File: src/rtl/ipsb_pkg.sv
// ----------------------------------------------------------------------------
// IP strike ban table package
// Sizes, hash constants and the controller state type shared by the block.
// ----------------------------------------------------------------------------
package ipsb_pkg;

  // The table depth is a power of two, so the home slot is the low hash bits.
  localparam int IDX_W      = 5;
  localparam int TABLE_SIZE = 2 ** IDX_W;

  localparam int IP_W      = 32;
  localparam int STRIKE_W  = 7;
  localparam int ENTRY_W   = IP_W + STRIKE_W;

  localparam logic [31:0]         FNV_BASIS     = 32'd2166136261;
  localparam logic [31:0]         FNV_PRIME     = 32'd16777619;
  localparam logic [STRIKE_W-1:0] STRIKE_MAX    = 7'd127;
  localparam logic [STRIKE_W-1:0] THRESH_RESET  = 7'd3;

  typedef enum logic [2:0] {
    ST_IDLE,
    ST_HASH,
    ST_SCAN,
    ST_DRAIN,
    ST_UPDATE
  } ipsb_state_t;

endpackage

File: src/rtl/ipsb_ifs.sv
// ----------------------------------------------------------------------------
// IP strike ban table channels
// Request, result and configuration channels with valid/ready handshakes.
// ----------------------------------------------------------------------------
interface ipsb_req_if;
  logic        valid;
  logic        ready;
  logic [31:0] client_ip;
  logic        target_found;

  modport source (output valid, output client_ip, output target_found, input ready);
  modport sink   (input valid, input client_ip, input target_found, output ready);
endinterface

interface ipsb_res_if;
  logic       valid;
  logic       ready;
  logic       denied;
  logic [6:0] strikes_now;
  logic       table_full;

  modport source (output valid, output denied, output strikes_now, output table_full,
                  input ready);
  modport sink   (input valid, input denied, input strikes_now, input table_full,
                  output ready);
endinterface

interface ipsb_cfg_if;
  logic       valid;
  logic       ready;
  logic [6:0] data;

  modport source (output valid, output data, input ready);
  modport sink   (input valid, input data, output ready);
endinterface

File: src/rtl/ipsb_ram.sv
// ----------------------------------------------------------------------------
// IP strike ban table RAM
// Generic single-write, single-read synchronous RAM with registered read data.
// ----------------------------------------------------------------------------
module ipsb_ram #(
  parameter int WIDTH = 8,
  parameter int DEPTH = 32
) (
  input  logic                     clk,
  input  logic                     we,
  input  logic [$clog2(DEPTH)-1:0] waddr,
  input  logic [WIDTH-1:0]         wdata,
  input  logic                     re,
  input  logic [$clog2(DEPTH)-1:0] raddr,
  output logic [WIDTH-1:0]         rdata
);

  logic [WIDTH-1:0] mem [DEPTH];

  always_ff @(posedge clk) begin
    if (we) begin
      mem[waddr] <= wdata;
    end
    if (re) begin
      rdata <= mem[raddr];
    end
  end

endmodule

File: src/rtl/ip_strike_ban_table_unit.sv
// ----------------------------------------------------------------------------
// IP strike ban table unit
// Open-addressed table of client addresses and strike counts, one request
// beat in and one result beat out per request.
// ----------------------------------------------------------------------------
// Usage:
//   req carries one beat per client request (client_ip, target_found). res
//   returns one beat per request (denied, strikes_now, table_full). cfg
//   writes ban_threshold and is always ready; write it only while idle.
//   A request runs from acceptance to its result beat through the FNV-1a
//   hash, one byte at a time through a single 32x32 multiplier, then one
//   table read per slot through the single read port of the table RAM, a
//   drain state for the last read and a write-back state that also loads
//   the result register. One request is processed at a time; req is ready
//   whenever the controller is idle, even while a finished result beat
//   still waits in the output register. The next request is taken the
//   cycle after the write-back at the earliest, so no request is accepted
//   before the last one has been written back. If res stalls, the next
//   request runs up to its write-back and waits there until the output
//   register is free. Reset clears every slot valid bit at once, empties
//   the output register and returns ban_threshold to 3; the table RAM
//   itself is not cleared.
// ----------------------------------------------------------------------------
module ip_strike_ban_table_unit (
  input logic       clk,
  input logic       rst,
  ipsb_req_if.sink   req,
  ipsb_res_if.source res,
  ipsb_cfg_if.sink   cfg
);
  import ipsb_pkg::*;

  ipsb_state_t state, state_next;

  logic [IP_W-1:0]     ip_r;
  logic                tf_r;
  logic [31:0]         hash;
  logic [1:0]          byte_cnt;
  logic [IDX_W-1:0]    probe_idx;
  logic [IDX_W-1:0]    scan_cnt;
  logic [STRIKE_W-1:0] threshold;
  logic [TABLE_SIZE-1:0] slot_vld;

  logic                chk_v;
  logic                chk_vld;
  logic [IDX_W-1:0]    chk_idx;

  logic                hit;
  logic [IDX_W-1:0]    hit_idx;
  logic [STRIKE_W-1:0] hit_strk;
  logic                have_free;
  logic [IDX_W-1:0]    free_idx;

  logic                out_vld;
  logic                out_denied;
  logic [STRIKE_W-1:0] out_strikes;
  logic                out_full;
  logic                out_free;

  logic                ram_we;
  logic                ram_re;
  logic [IDX_W-1:0]    ram_waddr;
  logic [ENTRY_W-1:0]  ram_wdata;
  logic [ENTRY_W-1:0]  ram_rdata;

  logic [7:0]          hash_byte;
  logic [31:0]         hash_mix;
  logic [31:0]         hash_next;

  logic                upd_denied;
  logic [STRIKE_W-1:0] upd_strikes;
  logic                upd_full;
  logic                upd_write;
  logic                upd_alloc;
  logic [IDX_W-1:0]    upd_idx;
  logic                in_acc;

  ipsb_ram #(
    .WIDTH(ENTRY_W),
    .DEPTH(TABLE_SIZE)
  ) u_table (
    .clk  (clk),
    .we   (ram_we),
    .waddr(ram_waddr),
    .wdata(ram_wdata),
    .re   (ram_re),
    .raddr(probe_idx),
    .rdata(ram_rdata)
  );

  assign in_acc   = req.valid && req.ready;
  assign out_free = !out_vld || res.ready;
  assign cfg.ready = 1'b1;

  // Bytes enter the hash most significant first.
  assign hash_byte = 8'(ip_r >> {~byte_cnt, 3'b000});
  assign hash_mix  = hash ^ {24'd0, hash_byte};
  assign hash_next = hash_mix * FNV_PRIME;

  // Next state.
  always_comb begin
    state_next = state;
    unique case (state)
      ST_IDLE:   if (in_acc) state_next = ST_HASH;
      ST_HASH:   if (byte_cnt == 2'd3) state_next = ST_SCAN;
      ST_SCAN:   if (scan_cnt == IDX_W'(TABLE_SIZE - 1)) state_next = ST_DRAIN;
      ST_DRAIN:  state_next = ST_UPDATE;
      ST_UPDATE: if (out_free) state_next = ST_IDLE;
      default:   state_next = ST_IDLE;
    endcase
  end

  // Controller outputs.
  always_comb begin
    req.ready = 1'b0;
    ram_re    = 1'b0;
    unique case (state)
      ST_IDLE:  req.ready = 1'b1;
      ST_SCAN:  ram_re    = 1'b1;
      default: begin
        req.ready = 1'b0;
        ram_re    = 1'b0;
      end
    endcase
  end

  // Decision once the whole probe sequence has been seen.
  always_comb begin
    upd_denied  = 1'b0;
    upd_strikes = '0;
    upd_full    = 1'b0;
    upd_write   = 1'b0;
    upd_alloc   = 1'b0;
    upd_idx     = hit_idx;
    if (hit) begin
      upd_strikes = hit_strk;
      if (hit_strk >= threshold) begin
        upd_denied = 1'b1;
      end else if (!tf_r) begin
        upd_write = 1'b1;
        if (hit_strk != STRIKE_MAX) begin
          upd_strikes = hit_strk + 7'd1;
        end
      end
    end else if (!tf_r) begin
      if (have_free) begin
        upd_write   = 1'b1;
        upd_alloc   = 1'b1;
        upd_idx     = free_idx;
        upd_strikes = 7'd1;
      end else begin
        upd_full = 1'b1;
      end
    end
  end

  // Reads and the write-back never overlap, as the scan finishes before the
  // update state, so no forwarding path is needed.
  assign ram_we    = (state == ST_UPDATE) && out_free && upd_write;
  assign ram_waddr = upd_idx;
  assign ram_wdata = {ip_r, upd_strikes};

  always_ff @(posedge clk) begin
    if (rst) begin
      state     <= ST_IDLE;
      slot_vld  <= '0;
      threshold <= THRESH_RESET;
      out_vld   <= 1'b0;
      chk_v     <= 1'b0;
    end else begin
      state <= state_next;
      chk_v <= ram_re;
      if (cfg.valid && cfg.ready) begin
        threshold <= cfg.data;
      end
      if (ram_we && upd_alloc) begin
        slot_vld[upd_idx] <= 1'b1;
      end
      if (state == ST_UPDATE && out_free) begin
        out_vld <= 1'b1;
      end else if (res.ready) begin
        out_vld <= 1'b0;
      end
    end
  end

  always_ff @(posedge clk) begin
    if (in_acc) begin
      ip_r      <= req.client_ip;
      tf_r      <= req.target_found;
      hash      <= FNV_BASIS;
      byte_cnt  <= '0;
      scan_cnt  <= '0;
      hit       <= 1'b0;
      have_free <= 1'b0;
    end
    if (state == ST_HASH) begin
      hash     <= hash_next;
      byte_cnt <= byte_cnt + 2'd1;
      if (byte_cnt == 2'd3) begin
        probe_idx <= hash_next[IDX_W-1:0];
      end
    end
    if (state == ST_SCAN) begin
      probe_idx <= probe_idx + IDX_W'(1);
      scan_cnt  <= scan_cnt + IDX_W'(1);
      chk_vld   <= slot_vld[probe_idx];
      chk_idx   <= probe_idx;
    end
    // Compare the slot read in the previous cycle; the first match and the
    // first empty slot along the probe sequence are kept.
    if (chk_v) begin
      if (chk_vld) begin
        if (!hit && ram_rdata[ENTRY_W-1:STRIKE_W] == ip_r) begin
          hit      <= 1'b1;
          hit_idx  <= chk_idx;
          hit_strk <= ram_rdata[STRIKE_W-1:0];
        end
      end else if (!have_free) begin
        have_free <= 1'b1;
        free_idx  <= chk_idx;
      end
    end
    if (state == ST_UPDATE && out_free) begin
      out_denied  <= upd_denied;
      out_strikes <= upd_strikes;
      out_full    <= upd_full;
    end
  end

  assign res.valid       = out_vld;
  assign res.denied      = out_denied;
  assign res.strikes_now = out_strikes;
  assign res.table_full  = out_full;

  a_accept_starts_hash: assert property (@(posedge clk) disable iff (rst)
    in_acc |=> state == ST_HASH)
    else $error("accepted request did not start hashing");

  a_write_only_on_update: assert property (@(posedge clk) disable iff (rst)
    ram_we |-> (state == ST_UPDATE) && out_free)
    else $error("table written outside write-back");

  a_hit_slot_valid: assert property (@(posedge clk) disable iff (rst)
    (state == ST_UPDATE && hit) |-> slot_vld[hit_idx])
    else $error("hit recorded on an empty slot");

  a_result_from_update: assert property (@(posedge clk) disable iff (rst)
    $rose(out_vld) |-> $past(state == ST_UPDATE))
    else $error("result beat appeared without a write-back");

  a_denied_not_full: assert property (@(posedge clk) disable iff (rst)
    out_vld |-> !(out_denied && out_full))
    else $error("result both denied and table full");

endmodule

File: src/flat_wrapper.sv
// flat-port wrapper written by rule: the top's interface ports become plain ports
module ip_strike_ban_table_unit_flat import ipsb_pkg::*;
  (clk, rst, req_valid, req_client_ip, req_target_found, req_ready, res_valid, res_denied, res_strikes_now, res_table_full, res_ready, cfg_valid, cfg_data, cfg_ready);
  ipsb_req_if req_i ();
  ipsb_res_if res_i ();
  ipsb_cfg_if cfg_i ();
  input logic clk;
  input logic rst;
  input wire logic [$bits(req_i.valid)-1:0] req_valid;
  input wire logic [$bits(req_i.client_ip)-1:0] req_client_ip;
  input wire logic [$bits(req_i.target_found)-1:0] req_target_found;
  output wire logic [$bits(req_i.ready)-1:0] req_ready;
  output wire logic [$bits(res_i.valid)-1:0] res_valid;
  output wire logic [$bits(res_i.denied)-1:0] res_denied;
  output wire logic [$bits(res_i.strikes_now)-1:0] res_strikes_now;
  output wire logic [$bits(res_i.table_full)-1:0] res_table_full;
  input wire logic [$bits(res_i.ready)-1:0] res_ready;
  input wire logic [$bits(cfg_i.valid)-1:0] cfg_valid;
  input wire logic [$bits(cfg_i.data)-1:0] cfg_data;
  output wire logic [$bits(cfg_i.ready)-1:0] cfg_ready;
  assign req_i.valid = req_valid;
  assign req_i.client_ip = req_client_ip;
  assign req_i.target_found = req_target_found;
  assign req_ready = req_i.ready;
  assign res_valid = res_i.valid;
  assign res_denied = res_i.denied;
  assign res_strikes_now = res_i.strikes_now;
  assign res_table_full = res_i.table_full;
  assign res_i.ready = res_ready;
  assign cfg_i.valid = cfg_valid;
  assign cfg_i.data = cfg_data;
  assign cfg_ready = cfg_i.ready;
  ip_strike_ban_table_unit u_core (.clk(clk), .rst(rst), .req(req_i), .res(res_i), .cfg(cfg_i));
endmodule
File: config.mk
export PLATFORM = sky130hd
export DESIGN_NAME = ip_strike_ban_table_unit_flat
export DESIGN_NICKNAME = d
export VERILOG_FILES = /design/src/rtl/ipsb_pkg.sv /design/src/rtl/ipsb_ifs.sv /design/src/rtl/ipsb_ram.sv /design/src/rtl/ip_strike_ban_table_unit.sv /design/src/flat_wrapper.sv
export SDC_FILE = /design/constraint.sdc
export NUM_CORES = 1
export LEC_CHECK = 0
export BUFFER_PORTS_ARGS = -buffer_cell sky130_fd_sc_hd__buf_2
export CORE_MARGIN = 8
export CORE_UTILIZATION = 45
export DETAILED_ROUTE_END_ITERATION = 10
export HOLD_SLACK_MARGIN = 0.03
export PLACE_DENSITY_LB_ADDON = 0.15
export SETUP_SLACK_MARGIN = 0.4
export SYNTH_ARGS = -nofsm -noshare
export SYNTH_HDL_FRONTEND = slang
export SYNTH_SLANG_ARGS = --single-unit
File: constraint.sdc
create_clock -name clk -period 3.53 [get_ports clk]
set_input_delay 0 -clock clk [delete_from_list [all_inputs] [get_ports clk]]
set_output_delay 0 -clock clk [all_outputs]
set_load 0.03 [all_outputs]
---- After elaboration in Yosys (flattened, before gate mapping) ----
Memory sizes are Yosys's and may differ from the RTL's. A register that Yosys moved wholly into a read port is not among the register bits.
Cells that the tools add are included.
word-level totals
  flip-flop bits (word level) ............. 155
  RAM bits ................................ 1248
  word-level logic and storage cells ...... 118
  memories ................................ 1
memories
  memory              words  bits a word  read ports  clocked after Yosys merged registers in  wr ports  RTL line        source
  u_core.u_table.mem  32     39           1           1                                        1         ipsb_ram.sv:18  logic [WIDTH-1:0] mem [DEPTH];
operators by class
  add/sub/neg operators ................... 4
  multipliers ............................. 1
  order comparisons ....................... 4
  equality and inequality tests ........... 12
  shift operators ......................... 1
  muxes and demuxes ....................... 49
  bitwise logic cells ..................... 5
  reduce and logical (&&, ||, !) cells .... 20
operators by type and width
  operator                  count
  $mux W32                  2
  $mux W5                   8
  $mux W7                   5
  $eq A32 B32 Y1            1
  $mul A32 B25 Y32 const B  1
  $or A32 B32 Y32           1
  $shr A32 B5 Y8            1
  $xor A32 B8 Y32           1
  $mux W1                   25
  $pmux W3 S5               1
  $lt A5 B6 Y1 const B      2
  $mux W3                   4
  $add A5 B1 Y5 const B     2
  $reduce_bool A2 Y1        5
  $add A7 B1 Y7 const B     1
  $ge A7 B7 Y1              1
  $ne A7 B7 Y1 const B      1
  $eq A3 B2 Y1 const B      2
  $logic_and A1 B1 Y1       6
  $ne A2 B1 Y1 const B      3
  $reduce_and A3 Y1         2
  $bmux W1 S5               1
  $demux W1 S5              1
  $eq A5 B5 Y1 const B      1
  15 further kinds          18

---- Longest topological paths before layout ----
  depth after elaboration ................. 8
  depth in mapped cells ................... 12
  depth with buffers taken out ............ 11

---- Cells and area by module ----
A second synthesis with hierarchy kept.
unflattened totals
  cells, all modules ...................... 3192
  area, all modules ....................... 55569.5 µm²
modules (own cells, without submodules)
  module                    instances  cells each  area an instance (µm²)  seq. area each (µm²)
  ipsb_ram                  1          2743        49887.8                 38647.1
  ip_strike_ban_table_unit  1          449         5681.7                  3383.2

---- Worst setup path after synthesis ----
No wires, ideal clock.
  path type ............................... register -> register
  start point ............................. reg u_core.hit_strk[0]
  end point ............................... mem u_core.u_table.mem[2][0] in the netlist's numbering (enable)
  setup time .............................. 435 ps
  arrival time ............................ 3439 ps
  data required time ...................... 3095 ps
  setup slack ............................. -344 ps
  stages on the path, launching flop included .. 9
  period minus slack after synthesis ...... 3874 ps
  cells stage by stage .................... edfxtp_1 inv_1 ha_1 nand2b_1 a21o_1 a21oi_1 o211a_1 a31oi_1 nor2_1
on the way
  cells in the longest elaborated chain, start to end .. 6
RTL lines
  what                           RTL line                         source
  from (decl)                    ip_strike_ban_table_unit.sv:50   logic [STRIKE_W-1:0] hit_strk;
  from (signal assigned)         ip_strike_ban_table_unit.sv:217  hit_strk <= ram_rdata[STRIKE_W-1:0];
  $ge A7 B7 Y1                   ip_strike_ban_table_unit.sv:137  if (hit_strk >= threshold) begin
  $mux W1                        ip_strike_ban_table_unit.sv:137
  $mux W1                        ip_strike_ban_table_unit.sv:135  if (hit) begin
  $logic_and A1 B1 Y1            ip_strike_ban_table_unit.sv:159  assign ram_we = (state == ST_UPDATE) && out_free && upd_write;
  $mux W1                        ipsb_ram.sv:21                   if (we) begin
  $mux W1 (implied by the code)  ipsb_ram.sv:22                   mem[waddr] <= wdata;
  to (decl)                      ipsb_ram.sv:18
Every way passes these cells.

---- Worst setup path in the final report ----
  start point ............................. reg u_core.byte_cnt[0]
  end point ............................... reg u_core.probe_idx[4], data pin
on the way
  cells in the longest elaborated chain, start to end .. 7
RTL lines
  what                    RTL line                         source
  from (decl)             ip_strike_ban_table_unit.sv:38   logic [1:0] byte_cnt;
  from (signal assigned)  ip_strike_ban_table_unit.sv:199  byte_cnt <= byte_cnt + 2'd1;
  $not A2 Y2              ip_strike_ban_table_unit.sv:96   assign hash_byte = 8'(ip_r >> {~byte_cnt, 3'b000});
  $shr A32 B5 Y8          ip_strike_ban_table_unit.sv:96
  $xor A32 B8 Y32         ip_strike_ban_table_unit.sv:97   assign hash_mix = hash ^ {24'd0, hash_byte};
  $mul A32 B25 Y32        ip_strike_ban_table_unit.sv:98   assign hash_next = hash_mix * FNV_PRIME;
  $mux W5                 ip_strike_ban_table_unit.sv:200  if (byte_cnt == 2'd3) begin
  $mux W5                 ip_strike_ban_table_unit.sv:197  if (state == ST_HASH) begin
  $mux W5                 ip_strike_ban_table_unit.sv:204  if (state == ST_SCAN) begin
  to (signal assigned)    ip_strike_ban_table_unit.sv:201  probe_idx <= hash_next[IDX_W-1:0];
  to (signal assigned)    ip_strike_ban_table_unit.sv:205  probe_idx <= probe_idx + IDX_W'(1);
  to (decl)               ip_strike_ban_table_unit.sv:39   logic [IDX_W-1:0] probe_idx;
Every way passes these cells. The select of a mux whose other input is x is not followed.
A chain may end at the register's enable or synchronous reset.

==> impl_metrics.env <==
export IMPL_worstPathRequired_ps=4000
export IMPL_cts_tree="done"
export IMPL_grt_pass1_wl_um=191000
export IMPL_grt_max_degree=75
export IMPL_r2r_end="u_core.probe_idx[4]$_DFFE_PP_"
export IMPL_max_vdd_ir_drop_v=0.000429
export IMPL_place_congestion=0.783
export IMPL_syn_num_nets=2381
export IMPL_preCtsSetupSlack_ps=343
export IMPL_cp_arrival_ps=3600
export IMPL_globalRouteOverflowTotal=0
export IMPL_outcome="finished clean"
export IMPL_synth_top_cell_area_share=0.759
export IMPL_power_leakage_nw=20.8
export IMPL_min_from="req_client_ip[19]"
export IMPL_ys_types=42
export IMPL_crit_path_end_kind="flop"
export IMPL_syn_inst=2318
export IMPL_grt_pass1_vias=26561
export IMPL_cts_clk_slew_worst_paths_ps=60
export IMPL_rrSetupSlack_ps=400
export IMPL_stdcell_area_um2=64000
export IMPL_synth_avg_cell_area_um2=23.4
export IMPL_relSlewSlack=0.324
export IMPL_crit_reg2reg_launch="u_core.byte_cnt[0]$_SDFFCE_PN0P_"
export IMPL_drtAntennaViolNets=0
export IMPL_fin_util=0.535
export IMPL_ys_flop_type="edfxtp_1"
export IMPL_cp_max_fo=3
export IMPL_numPortBuffers=55
export IMPL_min_path_cells=2
export IMPL_via_per_inst=5.78
export IMPL_grt_usage=0.202
export IMPL_die_w_um=363
export IMPL_yosysMostFrequentCell="edfxtp_1"
export IMPL_cts_made_buffers=146
export IMPL_final_setup_worst_slack_ps=403
export IMPL_synth_edff_count=1369
export IMPL_layoutNonFillerInstCount=4386
export IMPL_fillers=9006
export IMPL_maxCapViolations=0
export IMPL_power_density_nw_per_um2=568
export IMPL_areaGrowthSynthToFinish_pct=18.2
export IMPL_hold_path_class="in -> reg"
export IMPL_ys_seq_area_frac=0.776
export IMPL_worst_pin_slew_ps=1010
export IMPL_finalHoldViolCount=0
export IMPL_critical_path_class="reg -> reg"
export IMPL_slew_viol_final=0
export IMPL_min_period_ps=3130
export IMPL_whs_endpoint="u_core.ip_r[19]$_DFFE_PP_"
export IMPL_multiInputGateArea_um2=12000
export IMPL_synth_area_um2=54200
export IMPL_antenna_found_initial=7
export IMPL_dpl_cell_area_um2=58300
export IMPL_start_util=0.453
export IMPL_fmaxAchievable_mhz=320
export IMPL_io_pins=57
export IMPL_power_total_mw=36.3
export IMPL_yosysTopAreaCell="edfxtp_1"
export IMPL_clkLatencyLatePin_ps=750
export IMPL_startpoint_type="flop"
export IMPL_drive_above_1_share=0.329
export IMPL_drtIter0Drc=2553
export IMPL_async_flop_share=0
export IMPL_skew_ps=30.1
export IMPL_die_h_um=363
export IMPL_nets=2722
export IMPL_cts_path_max_buffers=3
export IMPL_wl_per_cell_um=30.2
export IMPL_firstDrtPassIters=5
export IMPL_die_area_um2=132000
export IMPL_worst_hold_slack_ps=97.2
export IMPL_synth_seq_cells=1415
export IMPL_ctsRootBufferMaster="clkbuf_16"
export IMPL_ff_latch_area_um2=42000
export IMPL_setup_tns_ps=0
export IMPL_yosys_top_cells_area="edfxtp_1 (76%), mux4_2 (17%), dfxtp_1 (1.7%)"
export IMPL_r2r_cells=12
export IMPL_dp_final_hpwl_um=77100
export IMPL_htreeDepth=4
export IMPL_cts_sinks=1415
export IMPL_fin_crit_sh=0.886
export IMPL_num_rows=127
export IMPL_rsz0062_at_grt="yes"
export IMPL_ys_top_cells_by_count="edfxtp_1 (1369), mux4_2 (405), nor2_1 (90), clkbuf_1 (58), dfxtp_1 (46)"
export IMPL_vias=25357
export IMPL_finalSetupViolations=0
export IMPL_numPlacedInstances=4032
export IMPL_core_area_um2=120000
export IMPL_yosysWarnings=0
export IMPL_drc=0
export IMPL_wl_um=133000
worst max path at each step:
stage | startpoint | depth (start not counted) | slack [ps] | to
after global routing | u_core.byte_cnt[0]$_SDFFCE_PN0P_ | 12 | 310 | u_core.probe_idx[4]$_DFFE_PP_
final | u_core.byte_cnt[0]$_SDFFCE_PN0P_ | 12 | 400 | u_core.probe_idx[4]$_DFFE_PP_
after floorplan | u_core.hit_strk[0]$_DFFE_PP_ | 8 | 160 | u_core.u_table.mem[30][0]$_DFFE_PP_
after CTS | u_core.byte_cnt[0]$_SDFFCE_PN0P_ | 12 | 370 | u_core.probe_idx[4]$_DFFE_PP_
after detailed placement | u_core.byte_cnt[0]$_SDFFCE_PN0P_ | 12 | 340 | u_core.probe_idx[4]$_DFFE_PP_
after global placement | u_core.byte_cnt[0]$_SDFFCE_PN0P_ | 12 | 200 | u_core.probe_idx[4]$_DFFE_PP_
worst max-delay path, cell delays in order (launching register included):
cell	delay, ps
edfxtp_1	380
buf_6	130
mux4_2	530
xor2_2	180
ha_1	340
ha_4	290
ha_4	120
xor2_1	170
xnor2_1	160
xnor2_1	170
xnor2_1	160
xnor2_1	160
o21ai_1	80
registers in the layout (all words and copies together), names as in the netlist:
signal	count
u_core.state	3
u_core.u_table.mem	1248
u_core.u_table.rdata	39
u_core.res.valid	1
u_core.hash	5
u_core.hit_strk	7
u_core.probe_idx	5
u_core.scan_cnt	5
u_core.tf_r	1
u_core.chk_idx	5
u_core.byte_cnt	2
u_core.res.strikes_now	7
u_core.hit_idx	5
u_core.slot_vld	32
u_core.threshold	7
u_core.free_idx	5
u_core.chk_vld	1
u_core.res.table_full	1
u_core.ip_r	32
u_core.chk_v	1
u_core.have_free	1
u_core.res.denied	1
u_core.hit	1
cell usage in the layout, fill, tap and decap left out, drive strengths merged, types with 5 or more instances in the layout:
master | synthesis | routed
a21oi | 41 | 41
and2 | 8 | 8
and3 | 5 | 5
buf | 50 | 212
bufinv | 0 | 11
clkbuf | 58 | 193
clkinv | 0 | 53
dfxtp | 46 | 46
dlygate4sd3 | 0 | 88
edfxtp | 1369 | 1369
ha | 18 | 18
inv | 13 | 15
mux2 | 42 | 42
mux2i | 12 | 12
mux4 | 405 | 405
nand2 | 31 | 31
nand2b | 8 | 8
nand3 | 14 | 14
nand4 | 6 | 6
nor2 | 90 | 90
nor3 | 11 | 11
nor4 | 8 | 8
o21ai | 8 | 8
xnor2 | 11 | 11
xor2 | 36 | 36
layout make-up:
| class | count | share of cell area |
|---|---|---|
| repair buffers | 301 | 0.0513 |
| multi-input cells | 782 | 0.187 |
| clock buffers | 192 | 0.0634 |
| inverters | 13 | 0.000762 |
| well taps | 1612 | 0.0315 |
| diodes | 1 | 0.0000391 |
| flip-flops and latches | 1415 | 0.656 |
| clock inverters | 70 | 0.00977 |
metal layers:
layer	up-vias	global-route usage	share of wire
li1	10527	-	-
met1	13728	0.290	0.43
met2	924	0.312	0.47
met3	174	0.0505	0.081
met4	4	0.0486	0.020
met5	-	0.00871	0.0013
logic make-up after synthesis:
group	count (synthesis)	share of synthesized area
DFF	1415	0.776
buffers and inverters	121	0.0102
other	1	0.0000692
xor gates and xnor gates	47	0.00760
and+or+nand+nor	193	0.0165
AOI/OAI and AO/OA	64	0.00656
muxes	459	0.179
adders and majority gates	18	0.00416
power breakdown:
group | total, mW | internal [mW] | leakage, nW | switching (mW)
Sequential | 18.7 | 18.6 | 13.2 | 0.0879
Combinational | 2.62 | 1.17 | 5.24 | 1.44
Clock | 15.0 | 8.87 | 2.28 | 6.17
Total | 36.3 | 28.6 | 20.8 | 7.70
timing repair:
| item | 4_1_cts | 5_1_grt |
|---|---|---|
| setup endpoints to repair | 1 | 527 |
| pin swaps | 4 | 3 |
| resized for setup | 6 | 11 |
| endpoints found under the hold margin | 79 | 0 |
| buffers inserted | 1 | 1 |
| hold buffers | 88 | 0 |
| gates cloned | 0 | 1 |
No activity file was read; power rests on OpenSTA's default activity.
